## config.mk

```make
export PLATFORM = sky130hd
export DESIGN_NAME = nearest_neighbour_scale_addresser_flat
export DESIGN_NICKNAME = d
export VERILOG_FILES = /design/src/hw/rtl/nnsa_pkg.sv /design/src/hw/rtl/nnsa_ifs.sv /design/src/hw/rtl/nearest_neighbour_scale_addresser.sv /design/src/hw/rtl/nnsa_div.sv /design/src/hw/rtl/nnsa_dp.sv /design/src/hw/rtl/nnsa_ctrl.sv /design/src/flat_wrapper.sv
export SDC_FILE = /design/constraint.sdc
export NUM_CORES = 2
export LEC_CHECK = 0
export ABC_AREA = 1
export BUFFER_PORTS_ARGS = -buffer_cell sky130_fd_sc_hd__buf_4
export CAP_MARGIN = 30
export CORE_ASPECT_RATIO = 1.4
export CORE_UTILIZATION = 65
export DETAILED_ROUTE_END_ITERATION = 8
export GPL_TIMING_DRIVEN = 1
export PLACE_DENSITY_LB_ADDON = 0.08
export SLEW_MARGIN = 20
export SYNTH_ARGS = -nofsm -noshare
export SYNTH_HDL_FRONTEND = slang
export SYNTH_SLANG_ARGS = --single-unit
```

## constraint.sdc

```tcl
create_clock -name clk -period 11.2 [get_ports clk]
set_input_delay 0.56 -clock clk [delete_from_list [all_inputs] [get_ports clk]]
set_output_delay 0.56 -clock clk [all_outputs]
set_load 0.005 [all_outputs]
```

## src/hw/rtl/nnsa_pkg.sv

```systemverilog
package nnsa_pkg;

	localparam int FRAC_BITS = 16;
	localparam int MAX_DIM   = 4096;

	localparam int DIM_W     = 13;
	localparam int ORG_W     = 12;
	localparam int IDX_W     = 24;
	localparam int ACC_W     = 32;
	localparam int CFG_IDX_W = 3;
	localparam int AXES      = 2;
	localparam int INT_W     = ACC_W - FRAC_BITS;
	localparam int MUL_A_W   = (INT_W > DIM_W) ? INT_W : DIM_W;
	localparam int DIV_CNT_W = $clog2(FRAC_BITS);

	localparam logic [DIM_W-1:0] SCREEN_PITCH_RST = DIM_W'(1024);

	typedef enum logic [CFG_IDX_W-1:0] {
		CFG_SOURCE_WIDTH      = 3'd0,
		CFG_SOURCE_HEIGHT     = 3'd1,
		CFG_SOURCE_ROW_PITCH  = 3'd2,
		CFG_TARGET_WIDTH      = 3'd3,
		CFG_TARGET_HEIGHT     = 3'd4,
		CFG_TARGET_ROW_ORIGIN = 3'd5,
		CFG_TARGET_COL_ORIGIN = 3'd6,
		CFG_SCREEN_PITCH      = 3'd7
	} cfg_reg_t;

	typedef enum logic [1:0] {
		MODE_IDLE  = 2'd0,
		MODE_COPY  = 2'd1,
		MODE_SCALE = 2'd2
	} walk_mode_t;

	typedef enum logic [1:0] {
		ST_IDLE = 2'd0,
		ST_DIV  = 2'd1,
		ST_EMIT = 2'd2
	} ctrl_state_t;

	typedef struct packed {
		logic begin_walk;
		logic div_start;
		logic emit;
	} cmd_t;

	typedef struct packed {
		logic scale_req;
		logic div_done;
	} sts_t;

	function automatic logic dim_ok(input logic [DIM_W-1:0] d);
		return (d != '0) && (32'(d) <= MAX_DIM);
	endfunction

endpackage

```

## src/hw/rtl/nnsa_ifs.sv

```systemverilog
interface nnsa_req_if;
	logic valid;
	logic ready;
	logic restart;

	modport source(output valid, output restart, input ready);
	modport sink(input valid, input restart, output ready);
endinterface

interface nnsa_res_if;
	import nnsa_pkg::*;

	logic             valid;
	logic             ready;
	logic             pixel_valid;
	logic [IDX_W-1:0] source_index;
	logic [IDX_W-1:0] dest_index;
	logic             row_end;
	logic             frame_end;

	modport source(output valid, output pixel_valid, output source_index, output dest_index,
		output row_end, output frame_end, input ready);
	modport sink(input valid, input pixel_valid, input source_index, input dest_index,
		input row_end, input frame_end, output ready);
endinterface

```

## src/hw/rtl/nearest_neighbour_scale_addresser.sv

```systemverilog
// Channel   Direction  Payload
// req       in         restart
// res       out        pixel_valid, source_index, dest_index, row_end, frame_end
// cfg       in         cfg_write, cfg_index, cfg_data (eight registers, no read-back)
//
// An item without restart is accepted in ST_IDLE and then loads the result register in
// ST_EMIT. A restart into scaling first waits in ST_DIV for the radix-2 step division,
// which runs both axes in parallel, one quotient bit per cycle.
// Reset leaves the walk idle and the screen pitch at 1024.
// A result waiting in the output register does not block the next item from being
// accepted; only the following result waits for it to be taken.
module nearest_neighbour_scale_addresser (
	input  logic                           clk,
	input  logic                           arst_n,
	input  logic                           cfg_write,
	input  logic [nnsa_pkg::CFG_IDX_W-1:0] cfg_index,
	input  logic [nnsa_pkg::DIM_W-1:0]     cfg_data,
	nnsa_req_if.sink                       req,
	nnsa_res_if.source                     res
);
	import nnsa_pkg::*;

	cmd_t cmd;
	sts_t sts;

	nnsa_ctrl u_ctrl (
		.clk        (clk),
		.arst_n     (arst_n),
		.req_valid  (req.valid),
		.req_restart(req.restart),
		.req_ready  (req.ready),
		.res_ready  (res.ready),
		.res_valid  (res.valid),
		.sts        (sts),
		.cmd        (cmd)
	);

	nnsa_dp u_dp (
		.clk         (clk),
		.arst_n      (arst_n),
		.cfg_write   (cfg_write),
		.cfg_index   (cfg_index),
		.cfg_data    (cfg_data),
		.cmd         (cmd),
		.sts         (sts),
		.pixel_valid (res.pixel_valid),
		.source_index(res.source_index),
		.dest_index  (res.dest_index),
		.row_end     (res.row_end),
		.frame_end   (res.frame_end)
	);

	a_no_overwrite: assert property (@(posedge clk) disable iff (!arst_n)
		cmd.emit |-> (!res.valid || res.ready))
		else $error("result register loaded while a result was still waiting");

	a_div_blocks_input: assert property (@(posedge clk) disable iff (!arst_n)
		(u_ctrl.state_q == ST_DIV) |-> !req.ready)
		else $error("input taken while the step division runs");

	a_frame_end_row_end: assert property (@(posedge clk) disable iff (!arst_n)
		(res.valid && res.frame_end) |-> res.row_end)
		else $error("frame end without row end");

	a_blank_result: assert property (@(posedge clk) disable iff (!arst_n)
		(res.valid && !res.pixel_valid) |-> (res.source_index == '0 && res.dest_index == '0
			&& !res.row_end && !res.frame_end))
		else $error("result without a pixel carries nonzero fields");

	a_emit_after_start: assert property (@(posedge clk) disable iff (!arst_n)
		cmd.div_start |=> !cmd.emit)
		else $error("result produced before the step division finished");
endmodule

```

## src/hw/rtl/nnsa_div.sv

```systemverilog
module nnsa_div (
	input  logic                                        clk,
	input  logic                                        arst_n,
	input  logic                                        start,
	input  logic [nnsa_pkg::AXES-1:0][nnsa_pkg::DIM_W-1:0]     num,
	input  logic [nnsa_pkg::AXES-1:0][nnsa_pkg::DIM_W-1:0]     den,
	output logic [nnsa_pkg::AXES-1:0][nnsa_pkg::FRAC_BITS-1:0] quot,
	output logic                                        done
);
	import nnsa_pkg::*;

	logic                                 busy_q;
	logic                                 done_q;
	logic [DIV_CNT_W-1:0]                 cnt_q;
	logic [AXES-1:0][DIM_W-1:0]           rem_q;
	logic [AXES-1:0][DIM_W-1:0]           den_q;
	logic [AXES-1:0][FRAC_BITS-1:0]       quot_q;
	logic [AXES-1:0][DIM_W:0]             trial;
	logic [AXES-1:0]                      fits;

	// One quotient bit per cycle on each axis; the numerator is below the
	// divisor, so the remainder always stays within the divisor's width.
	always_comb begin
		for (int i = 0; i < AXES; i++) begin
			trial[i] = {rem_q[i], 1'b0};
			fits[i]  = trial[i] >= {1'b0, den_q[i]};
		end
	end

	always_ff @(posedge clk or negedge arst_n) begin
		if (!arst_n) begin
			busy_q <= 1'b0;
			done_q <= 1'b0;
			cnt_q  <= '0;
		end else begin
			done_q <= 1'b0;
			if (start) begin
				busy_q <= 1'b1;
				cnt_q  <= DIV_CNT_W'(FRAC_BITS - 1);
			end else if (busy_q) begin
				cnt_q <= cnt_q - 1'b1;
				if (cnt_q == '0) begin
					busy_q <= 1'b0;
					done_q <= 1'b1;
				end
			end
		end
	end

	always_ff @(posedge clk) begin
		for (int i = 0; i < AXES; i++) begin
			if (start) begin
				rem_q[i]  <= num[i];
				den_q[i]  <= den[i];
				quot_q[i] <= '0;
			end else if (busy_q) begin
				if (fits[i]) begin
					rem_q[i] <= DIM_W'(trial[i] - {1'b0, den_q[i]});
				end else begin
					rem_q[i] <= trial[i][DIM_W-1:0];
				end
				quot_q[i] <= {quot_q[i][FRAC_BITS-2:0], fits[i]};
			end
		end
	end

	assign quot = quot_q;
	assign done = done_q;
endmodule

```

## src/hw/rtl/nnsa_dp.sv

```systemverilog
module nnsa_dp (
	input  logic                            clk,
	input  logic                            arst_n,
	input  logic                            cfg_write,
	input  logic [nnsa_pkg::CFG_IDX_W-1:0]  cfg_index,
	input  logic [nnsa_pkg::DIM_W-1:0]      cfg_data,
	input  nnsa_pkg::cmd_t                  cmd,
	output nnsa_pkg::sts_t                  sts,
	output logic                            pixel_valid,
	output logic [nnsa_pkg::IDX_W-1:0]      source_index,
	output logic [nnsa_pkg::IDX_W-1:0]      dest_index,
	output logic                            row_end,
	output logic                            frame_end
);
	import nnsa_pkg::*;

	logic [DIM_W-1:0] src_w_q, src_h_q, src_pitch_q, tgt_w_q, tgt_h_q, scr_pitch_q;
	logic [ORG_W-1:0] org_row_q, org_col_q;

	walk_mode_t           mode_q;
	walk_mode_t           mode_dec;
	logic [DIM_W-1:0]     col_q, row_q;
	logic [ACC_W-1:0]     xacc_q, yacc_q;
	logic [FRAC_BITS-1:0] stepx_q, stepy_q;

	logic [AXES-1:0][DIM_W-1:0]     div_num, div_den;
	logic [AXES-1:0][FRAC_BITS-1:0] div_quot;
	logic                           div_done;

	logic                         is_copy;
	logic [MUL_A_W-1:0]           src_a;
	logic [DIM_W-1:0]             src_b;
	logic [MUL_A_W+DIM_W-1:0]     src_prod;
	logic [IDX_W-1:0]             src_sum;
	logic [DIM_W:0]               dst_row;
	logic [2*DIM_W:0]             dst_prod;
	logic [IDX_W-1:0]             dst_sum;
	logic                         last_col, last_row;

	logic             pix_q, rend_q, fend_q;
	logic [IDX_W-1:0] src_idx_q, dst_idx_q;

	always_ff @(posedge clk or negedge arst_n) begin
		if (!arst_n) begin
			src_w_q     <= '0;
			src_h_q     <= '0;
			src_pitch_q <= '0;
			tgt_w_q     <= '0;
			tgt_h_q     <= '0;
			org_row_q   <= '0;
			org_col_q   <= '0;
			scr_pitch_q <= SCREEN_PITCH_RST;
		end else if (cfg_write) begin
			case (cfg_reg_t'(cfg_index))
				CFG_SOURCE_WIDTH:      src_w_q     <= cfg_data;
				CFG_SOURCE_HEIGHT:     src_h_q     <= cfg_data;
				CFG_SOURCE_ROW_PITCH:  src_pitch_q <= cfg_data;
				CFG_TARGET_WIDTH:      tgt_w_q     <= cfg_data;
				CFG_TARGET_HEIGHT:     tgt_h_q     <= cfg_data;
				CFG_TARGET_ROW_ORIGIN: org_row_q   <= cfg_data[ORG_W-1:0];
				CFG_TARGET_COL_ORIGIN: org_col_q   <= cfg_data[ORG_W-1:0];
				CFG_SCREEN_PITCH:      scr_pitch_q <= cfg_data;
				default: begin
				end
			endcase
		end
	end

	always_comb begin
		mode_dec = MODE_IDLE;
		if (dim_ok(src_w_q) && dim_ok(src_h_q) && dim_ok(tgt_w_q) && dim_ok(tgt_h_q)) begin
			if (src_w_q == tgt_w_q && src_h_q == tgt_h_q) begin
				mode_dec = MODE_COPY;
			end else if (src_w_q < tgt_w_q && src_h_q < tgt_h_q) begin
				mode_dec = MODE_SCALE;
			end
		end
	end

	assign div_num = {src_h_q, src_w_q};
	assign div_den = {tgt_h_q, tgt_w_q};

	nnsa_div u_div (
		.clk   (clk),
		.arst_n(arst_n),
		.start (cmd.div_start),
		.num   (div_num),
		.den   (div_den),
		.quot  (div_quot),
		.done  (div_done)
	);

	assign sts.scale_req = (mode_dec == MODE_SCALE);
	assign sts.div_done  = div_done;

	assign is_copy  = (mode_q == MODE_COPY);
	assign src_a    = is_copy ? MUL_A_W'(row_q) : MUL_A_W'(yacc_q[ACC_W-1:FRAC_BITS]);
	assign src_b    = is_copy ? tgt_w_q : src_pitch_q;
	assign src_prod = (MUL_A_W+DIM_W)'(src_a) * (MUL_A_W+DIM_W)'(src_b);
	assign src_sum  = IDX_W'(src_prod)
		+ (is_copy ? IDX_W'(col_q) : IDX_W'(xacc_q[ACC_W-1:FRAC_BITS]));

	assign dst_row  = (DIM_W+1)'(org_row_q) + (DIM_W+1)'(row_q);
	assign dst_prod = (2*DIM_W+1)'(dst_row) * (2*DIM_W+1)'(scr_pitch_q);
	assign dst_sum  = IDX_W'(dst_prod) + IDX_W'(org_col_q) + IDX_W'(col_q);

	assign last_col = ((DIM_W+1)'(col_q) + (DIM_W+1)'(1)) >= (DIM_W+1)'(tgt_w_q);
	assign last_row = ((DIM_W+1)'(row_q) + (DIM_W+1)'(1)) >= (DIM_W+1)'(tgt_h_q);

	always_ff @(posedge clk or negedge arst_n) begin
		if (!arst_n) begin
			mode_q  <= MODE_IDLE;
			col_q   <= '0;
			row_q   <= '0;
			xacc_q  <= '0;
			yacc_q  <= '0;
			stepx_q <= '0;
			stepy_q <= '0;
		end else if (cmd.begin_walk) begin
			mode_q  <= mode_dec;
			col_q   <= '0;
			row_q   <= '0;
			xacc_q  <= '0;
			yacc_q  <= '0;
			stepx_q <= '0;
			stepy_q <= '0;
		end else if (div_done) begin
			stepx_q <= div_quot[0];
			stepy_q <= div_quot[1];
		end else if (cmd.emit && mode_q != MODE_IDLE) begin
			if (last_col) begin
				col_q  <= '0;
				xacc_q <= '0;
				yacc_q <= yacc_q + ACC_W'(stepy_q);
				row_q  <= row_q + 1'b1;
				if (last_row) begin
					mode_q <= MODE_IDLE;
				end
			end else begin
				col_q  <= col_q + 1'b1;
				xacc_q <= xacc_q + ACC_W'(stepx_q);
			end
		end
	end

	always_ff @(posedge clk) begin
		if (cmd.emit) begin
			if (mode_q == MODE_IDLE) begin
				pix_q     <= 1'b0;
				src_idx_q <= '0;
				dst_idx_q <= '0;
				rend_q    <= 1'b0;
				fend_q    <= 1'b0;
			end else begin
				pix_q     <= 1'b1;
				src_idx_q <= src_sum;
				dst_idx_q <= dst_sum;
				rend_q    <= last_col;
				fend_q    <= last_col && last_row;
			end
		end
	end

	assign pixel_valid  = pix_q;
	assign source_index = src_idx_q;
	assign dest_index   = dst_idx_q;
	assign row_end      = rend_q;
	assign frame_end    = fend_q;
endmodule

```

## src/hw/rtl/nnsa_ctrl.sv

```systemverilog
module nnsa_ctrl (
	input  logic           clk,
	input  logic           arst_n,
	input  logic           req_valid,
	input  logic           req_restart,
	output logic           req_ready,
	input  logic           res_ready,
	output logic           res_valid,
	input  nnsa_pkg::sts_t sts,
	output nnsa_pkg::cmd_t cmd
);
	import nnsa_pkg::*;

	ctrl_state_t state_q, state_d;
	logic        res_valid_q;
	logic        out_free;

	assign out_free = !res_valid_q || res_ready;

	always_comb begin
		state_d = state_q;
		case (state_q)
			ST_IDLE: begin
				if (req_valid) begin
					state_d = (req_restart && sts.scale_req) ? ST_DIV : ST_EMIT;
				end
			end
			ST_DIV: begin
				if (sts.div_done) begin
					state_d = ST_EMIT;
				end
			end
			ST_EMIT: begin
				if (out_free) begin
					state_d = ST_IDLE;
				end
			end
			default: state_d = ST_IDLE;
		endcase
	end

	always_comb begin
		req_ready      = 1'b0;
		cmd.begin_walk = 1'b0;
		cmd.div_start  = 1'b0;
		cmd.emit       = 1'b0;
		case (state_q)
			ST_IDLE: begin
				req_ready      = 1'b1;
				cmd.begin_walk = req_valid && req_restart;
				cmd.div_start  = req_valid && req_restart && sts.scale_req;
			end
			ST_DIV: begin
			end
			ST_EMIT: begin
				cmd.emit = out_free;
			end
			default: begin
			end
		endcase
	end

	always_ff @(posedge clk or negedge arst_n) begin
		if (!arst_n) begin
			state_q     <= ST_IDLE;
			res_valid_q <= 1'b0;
		end else begin
			state_q <= state_d;
			if (cmd.emit) begin
				res_valid_q <= 1'b1;
			end else if (res_ready) begin
				res_valid_q <= 1'b0;
			end
		end
	end

	assign res_valid = res_valid_q;
endmodule
```

## src/flat_wrapper.sv

```systemverilog
// flat-port wrapper written by rule: the top's interface ports become plain ports
module nearest_neighbour_scale_addresser_flat import nnsa_pkg::*;
  (clk, arst_n, cfg_write, cfg_index, cfg_data, req_valid, req_restart, req_ready, res_valid, res_pixel_valid, res_source_index, res_dest_index, res_row_end, res_frame_end, res_ready);
  nnsa_req_if req_i ();
  nnsa_res_if res_i ();
  input  logic clk;
  input  logic arst_n;
  input  logic cfg_write;
  input  logic [nnsa_pkg::CFG_IDX_W-1:0] cfg_index;
  input  logic [nnsa_pkg::DIM_W-1:0] cfg_data;
  input wire logic [$bits(req_i.valid)-1:0] req_valid;
  input wire logic [$bits(req_i.restart)-1:0] req_restart;
  output wire logic [$bits(req_i.ready)-1:0] req_ready;
  output wire logic [$bits(res_i.valid)-1:0] res_valid;
  output wire logic [$bits(res_i.pixel_valid)-1:0] res_pixel_valid;
  output wire logic [$bits(res_i.source_index)-1:0] res_source_index;
  output wire logic [$bits(res_i.dest_index)-1:0] res_dest_index;
  output wire logic [$bits(res_i.row_end)-1:0] res_row_end;
  output wire logic [$bits(res_i.frame_end)-1:0] res_frame_end;
  input wire logic [$bits(res_i.ready)-1:0] res_ready;
  assign req_i.valid = req_valid;
  assign req_i.restart = req_restart;
  assign req_ready = req_i.ready;
  assign res_valid = res_i.valid;
  assign res_pixel_valid = res_i.pixel_valid;
  assign res_source_index = res_i.source_index;
  assign res_dest_index = res_i.dest_index;
  assign res_row_end = res_i.row_end;
  assign res_frame_end = res_i.frame_end;
  assign res_i.ready = res_ready;
  nearest_neighbour_scale_addresser u_core (.clk(clk), .arst_n(arst_n), .cfg_write(cfg_write), .cfg_index(cfg_index), .cfg_data(cfg_data), .req(req_i), .res(res_i));
endmodule
```

Word level (Yosys, flattened, before mapping). Index checks and enable logic that the tools add are counted.

Output and inout bits: 53. Logic and storage cells: 172. Register bits: 370. Bits of input ports: 22.

Order comparisons: 10. Multipliers: 2. Mux-type cells: 56. Add/sub/neg operators: 13. Eq/ne operators: 17. Reductions and logical operators: 43.

Operators with widths (number): $mux W32 (8); $mux W13 (15); $mux W16 (6); $add A32 B16 Y32 (2); $ge A14 B13 Y1 (4); $le A13 B13 Y1 const B (4); $reduce_bool A13 Y1 (4); $add A13 B1 Y14 const B (2); $add A13 B1 Y13 const B (2); $eq A13 B13 Y1 (2); $lt A13 B13 Y1 (2); $mux W2 (13); $sub A13 B13 Y13 (2); $add A24 B12 Y24 (1); $add A24 B13 Y24 (1); $add A24 B16 Y24 (1); $mul A14 B13 Y24 (1); $mul A16 B13 Y24 (1); $reduce_and A2 Y1 (9); $add A12 B13 Y14 (1); $logic_and A1 B1 Y1 (14); $reduce_bool A2 Y1 (7); $eq A3 B3 Y1 const B (4); $mux W1 (11); 16 further kinds (24).

Logic depth before layout (Yosys ltp).
Word-level depth: 11. Gate-level depth with buffers: 38. Gate-level depth less buffers: 37.

Cells and area by module. From an unflattened synthesis, not the netlist that was laid out.

Cells, all modules: 4216. Area, all modules: 33940.1 um2.

By module, submodules not included: nnsa_dp (area an instance 28265.9 um2, sequential area each 7188.1 um2, times used 1, cells each 3509); nnsa_div (area an instance 5497.8 um2, sequential area each 2352.3 um2, times used 1, cells each 681); nnsa_ctrl (area an instance 176.4 um2, sequential area each 75.1 um2, times used 1, cells each 26).

Worst setup path before layout. OpenSTA, ideal clock, no wires.

Path type: register to register. From: register u_core.u_dp.row_q[0]. To: register u_core.u_dp.dst_idx_q[19] (netlist: u_core.u_dp.dest_index[19]) (data pin). Clock period less this slack: 6.621 ns. Cell stages (with the launch flop): 29. Data arrival time: 6.368 ns. Required time: 10.947 ns. Library setup time: 0.253 ns. Path slack: 4.579 ns. Buffers on the path: 0. Cells stage by stage: dfrtp_1 ha_1 inv_1 fa_1 o21ai_1 a31oi_1 xnor2_1 inv_1 nor2_1 fa_1 inv_1 fa_1 inv_1 fa_1 inv_1 fa_1 inv_1 fa_1 fa_1 ha_1 nand2_1 o21ai_0 a21oi_1 o21ai_0 a21oi_1 o21bai_1 nand2_1 nand2_1 nor2_1.

Cells in the longest elaborated chain, start to end: 4.

RTL lines: from (decl) (line nnsa_dp.sv:22) `logic [DIM_W-1:0] col_q, row_q;`; from (signal assigned) (line nnsa_dp.sv:135) `row_q <= row_q + 1'b1;`; $add A12 B13 Y14 (line nnsa_dp.sv:103) `assign dst_row = (DIM_W+1)'(org_row_q) + (DIM_W+1)'(row_q);`; $mul A14 B13 Y24 (line nnsa_dp.sv:104) `assign dst_prod = (2*DIM_W+1)'(dst_row) * (2*DIM_W+1)'(scr_pitch_q);`; $add A24 B12 Y24 (line nnsa_dp.sv:105) `assign dst_sum = IDX_W'(dst_prod) + IDX_W'(org_col_q) + IDX_W'(col_q);`; $add A24 B13 Y24 (line nnsa_dp.sv:105); to (signal assigned) (line nnsa_dp.sv:157) `dst_idx_q <= dst_sum;`; to (decl) (line nnsa_dp.sv:41) `logic [IDX_W-1:0] src_idx_q, dst_idx_q;`.

Every way passes these cells. A chain may end at the register's enable or synchronous reset.

Worst setup path after layout. Ends and elaborated chain as after synthesis.

==> metrics.txt <==
Synth Area in Adders=28.5%; post-synthesis cell type count=50; CP max FO=7; RSZ-0062 raised after global routing=false; core footprint=51100 µm²; depth of the CTS H-tree=2; mux share of post-synthesis cell area=0%; P&R area growth vs syn=7.65%; Die X=195 µm; first-pass GRT wire length=149000 µm; initial antenna violation count=2; Layout Cells excl Fill=4981; top cells by instance count after synthesis=nand2_1, inv_1, nor2_1; Critical Path AT=7.76 ns; drt pass-1 iters=6; Worst R2R Start=u_core.u_dp.row_q[0]; die height=272 µm; CP delay by family, top=adder cells; Netlist Area Pre-Place=33700 µm²; Clock Skew=0.0300 ns; post_cts resized=0; Simple-Gate Fraction of Synth Area=21.4%; clock latency on the worst-skew pair=0.58 ns; Pleak=18.6 nW; routed len/inst=18.5 µm; worst min path class=in -> async; # DRC=0; largest family of logic cells by synthesized area=adder cells; Worst-path clk slew=0.07 ns; number of synthesized flops with an enable pin=103; CP peak stage delay=0.53 ns; Num CTS Buffers=39; clk sink count=370; antenna viol nets, final=0; nets=4902; Final Max Tran Viols=0; Crit. End Element=flop; Tcrit/Tclk final=66.2%; vias in the first global route=28500; slew margin rel.=22.7%; most numerous cell in the Yosys netlist=nand2_1; Worst Path Buf+Inv=6; CTS Hold Bufs=0; Fin. Hold Viols=0; largest cells by area after synthesis=fa_1, dfrtp_1, nand2_1, ha_1, edfxtp_1; FF+latch count, synth=370; Critical Path Start Type=flop; Inst Count DP=4907; Post-Synth XOR/XNOR Area=2.60%; # setup viols final=0; Synth Area per Inst=7.91 µm²; Initial Util=66.0%; Primary FF master, synth=dfrtp_1; CTS tree=built; Worst Tran Pin Value=1.16 ns; Setup TNS Final=0 ns; required time worst endpoint=11.54 ns; io pins=75; 1st-iter DRT viols=2458; gpl congestion=0.996; sequential-to-total area share from yosys stat=28.5%; CP most frequent cell=fa_1; crit path max-delay cell type=xnor2_1; Tot GR Track Use=36.1%; ratio of cells with drive above 1 in the final layout=4.94%; largest area contributor in the netlist=fa_1; Synthesis Warnings=0; filler cell count=4228; Synth Instances=4266; compound-gate portion of the synthesized area=9.29%; status=complete, no violations; die area=52800 µm²; # diodes=0; Post-CTS Setup Inserts=0; Via density=5.71; clk buf depth=3; hpwl dp=70800 µm; PwrDens=258 nW/µm²; total of max-cap violations=0; syn nets=4868; CTS root buf=clkbuf_16; # rows=98; Crit Path Category=reg -> reg; Async SR Flop Fraction=63.5%; Worst VDD drop=0.000835 V; DR vias=28400; Remaining Overflow, GRT=0; largest net degree at the start of global routing=124; crit path launch=u_core.u_dp.row_q[0]; final wirelength=92100 µm; Synth top area share=18.7%; FMAX=135 MHz; fin crit period=7.42 ns; # port buffers=74
-- cell families (layout without fill, tap and decap cells) --
logic type	Yosys count	in the layout
AND/OR/NAND/NOR	1775	1775
AO/OA/AOI/OAI	584	584
flip-flops	370	370
XOR/XNOR	100	100
adder cells (fa/ha/maj)	580	580
buffers and inverters	857	922
-- layout by cell type (no fill, tap or decap), drive strengths merged, types with 19 or more instances in the layout --
cell	Yosys	final
a31oi	42	42
buf	26	108
inv	740	745
dfrtp	234	234
nor3	38	38
dfxtp	32	32
a21oi	202	202
clkbuf	89	54
ha	265	265
or2	19	19
nand2	1084	1084
fa	315	315
xnor2	35	35
o21ai	287	287
nand3	153	153
nand4	46	46
nor2	407	407
xor2	65	65
edfxtp	103	103
-- layout make-up --
class,count,area (µm²),area share [%]
clock buffers,54,1110,3.07
inverters,742,2790,7.67
flip-flops and latches,370,9620,26.5
repair buffers,108,851,2.34
clock inverters,18,278,0.765
multi-input cells,3039,20900,57.4
well taps,650,813,2.24
-- where the power goes --
group          internal (mW)  leakage [nW]  switching, mW
sequential              1.77          4.34          0.256
combinational           2.14          13.6           3.80
clock                  0.826         0.670          0.590
-- layer usage --
layer  part of all wire [%]  global-route usage (%)  vias to the layer above
li1                       -                       -                    13500
met5                  0.026                       0                        -
met4                    5.5                    18.3                        4
met2                     48                    60.8                     1094
met3                    6.8                    4.96                      265
met1                     40                    45.8                    13600
-- flip-flops by register name, summed over array words and instances (netlist names), 2 cells and up --
| signal | count |
|---|---|
| u_core.u_dp.dest_index | 24 |
| u_core.u_dp.org_col_q | 12 |
| u_core.u_dp.mode_q | 2 |
| u_core.u_dp.xacc_q | 32 |
| u_core.u_dp.row_q | 13 |
| u_core.u_dp.col_q | 13 |
| u_core.u_dp.src_pitch_q | 13 |
| u_core.u_dp.yacc_q | 32 |
| u_core.u_ctrl.state_q | 2 |
| u_core.u_dp.tgt_w_q | 13 |
| u_core.u_dp.stepx_q | 16 |
| u_core.u_dp.u_div.den_q | 26 |
| u_core.u_dp.org_row_q | 12 |
| u_core.u_dp.tgt_h_q | 13 |
| u_core.u_dp.u_div.rem_q | 26 |
| u_core.u_dp.stepy_q | 16 |
| u_core.u_dp.src_h_q | 13 |
| u_core.u_dp.u_div.quot | 32 |
| u_core.u_dp.u_div.cnt_q | 4 |
| u_core.u_dp.scr_pitch_q | 13 |
| u_core.u_dp.source_index | 24 |
| u_core.u_dp.src_w_q | 13 |
-- final timing paths --
path,to,slack (ns),depth (start not counted)
hold / removal,u_core.u_dp.xacc_q[21],0.01,1
min in group clk,u_core.u_ctrl.state_q[1],0.18,2
setup / recovery,u_core.u_dp.dest_index[19],3.78,28
setup reg to reg,u_core.u_dp.dest_index[19],3.78,28
hold reg to reg,u_core.u_dp.u_div.quot[15],0.46,2
max in group asynchronous,u_core.u_dp.src_h_q[4],9.61,2
-- stage by stage --
step           hold slack, ns  area, µm²  utilization [%]  worst slack, ns  power (mW)
6_report               0.0127      36300             71.0             3.78        9.38
5_1_grt                 0.179      36300             71.0             3.26        10.2
4_1_cts                 0.141      36300             71.0             3.86        9.35
3_3_place_gp            0.446      34900             68.2             4.01        7.79
3_5_place_dp            0.452      34900             68.3             3.87        7.86
2_1_floorplan           0.264      33700                -             4.58        6.21
No activity file was read; power rests on OpenSTA's default activity.
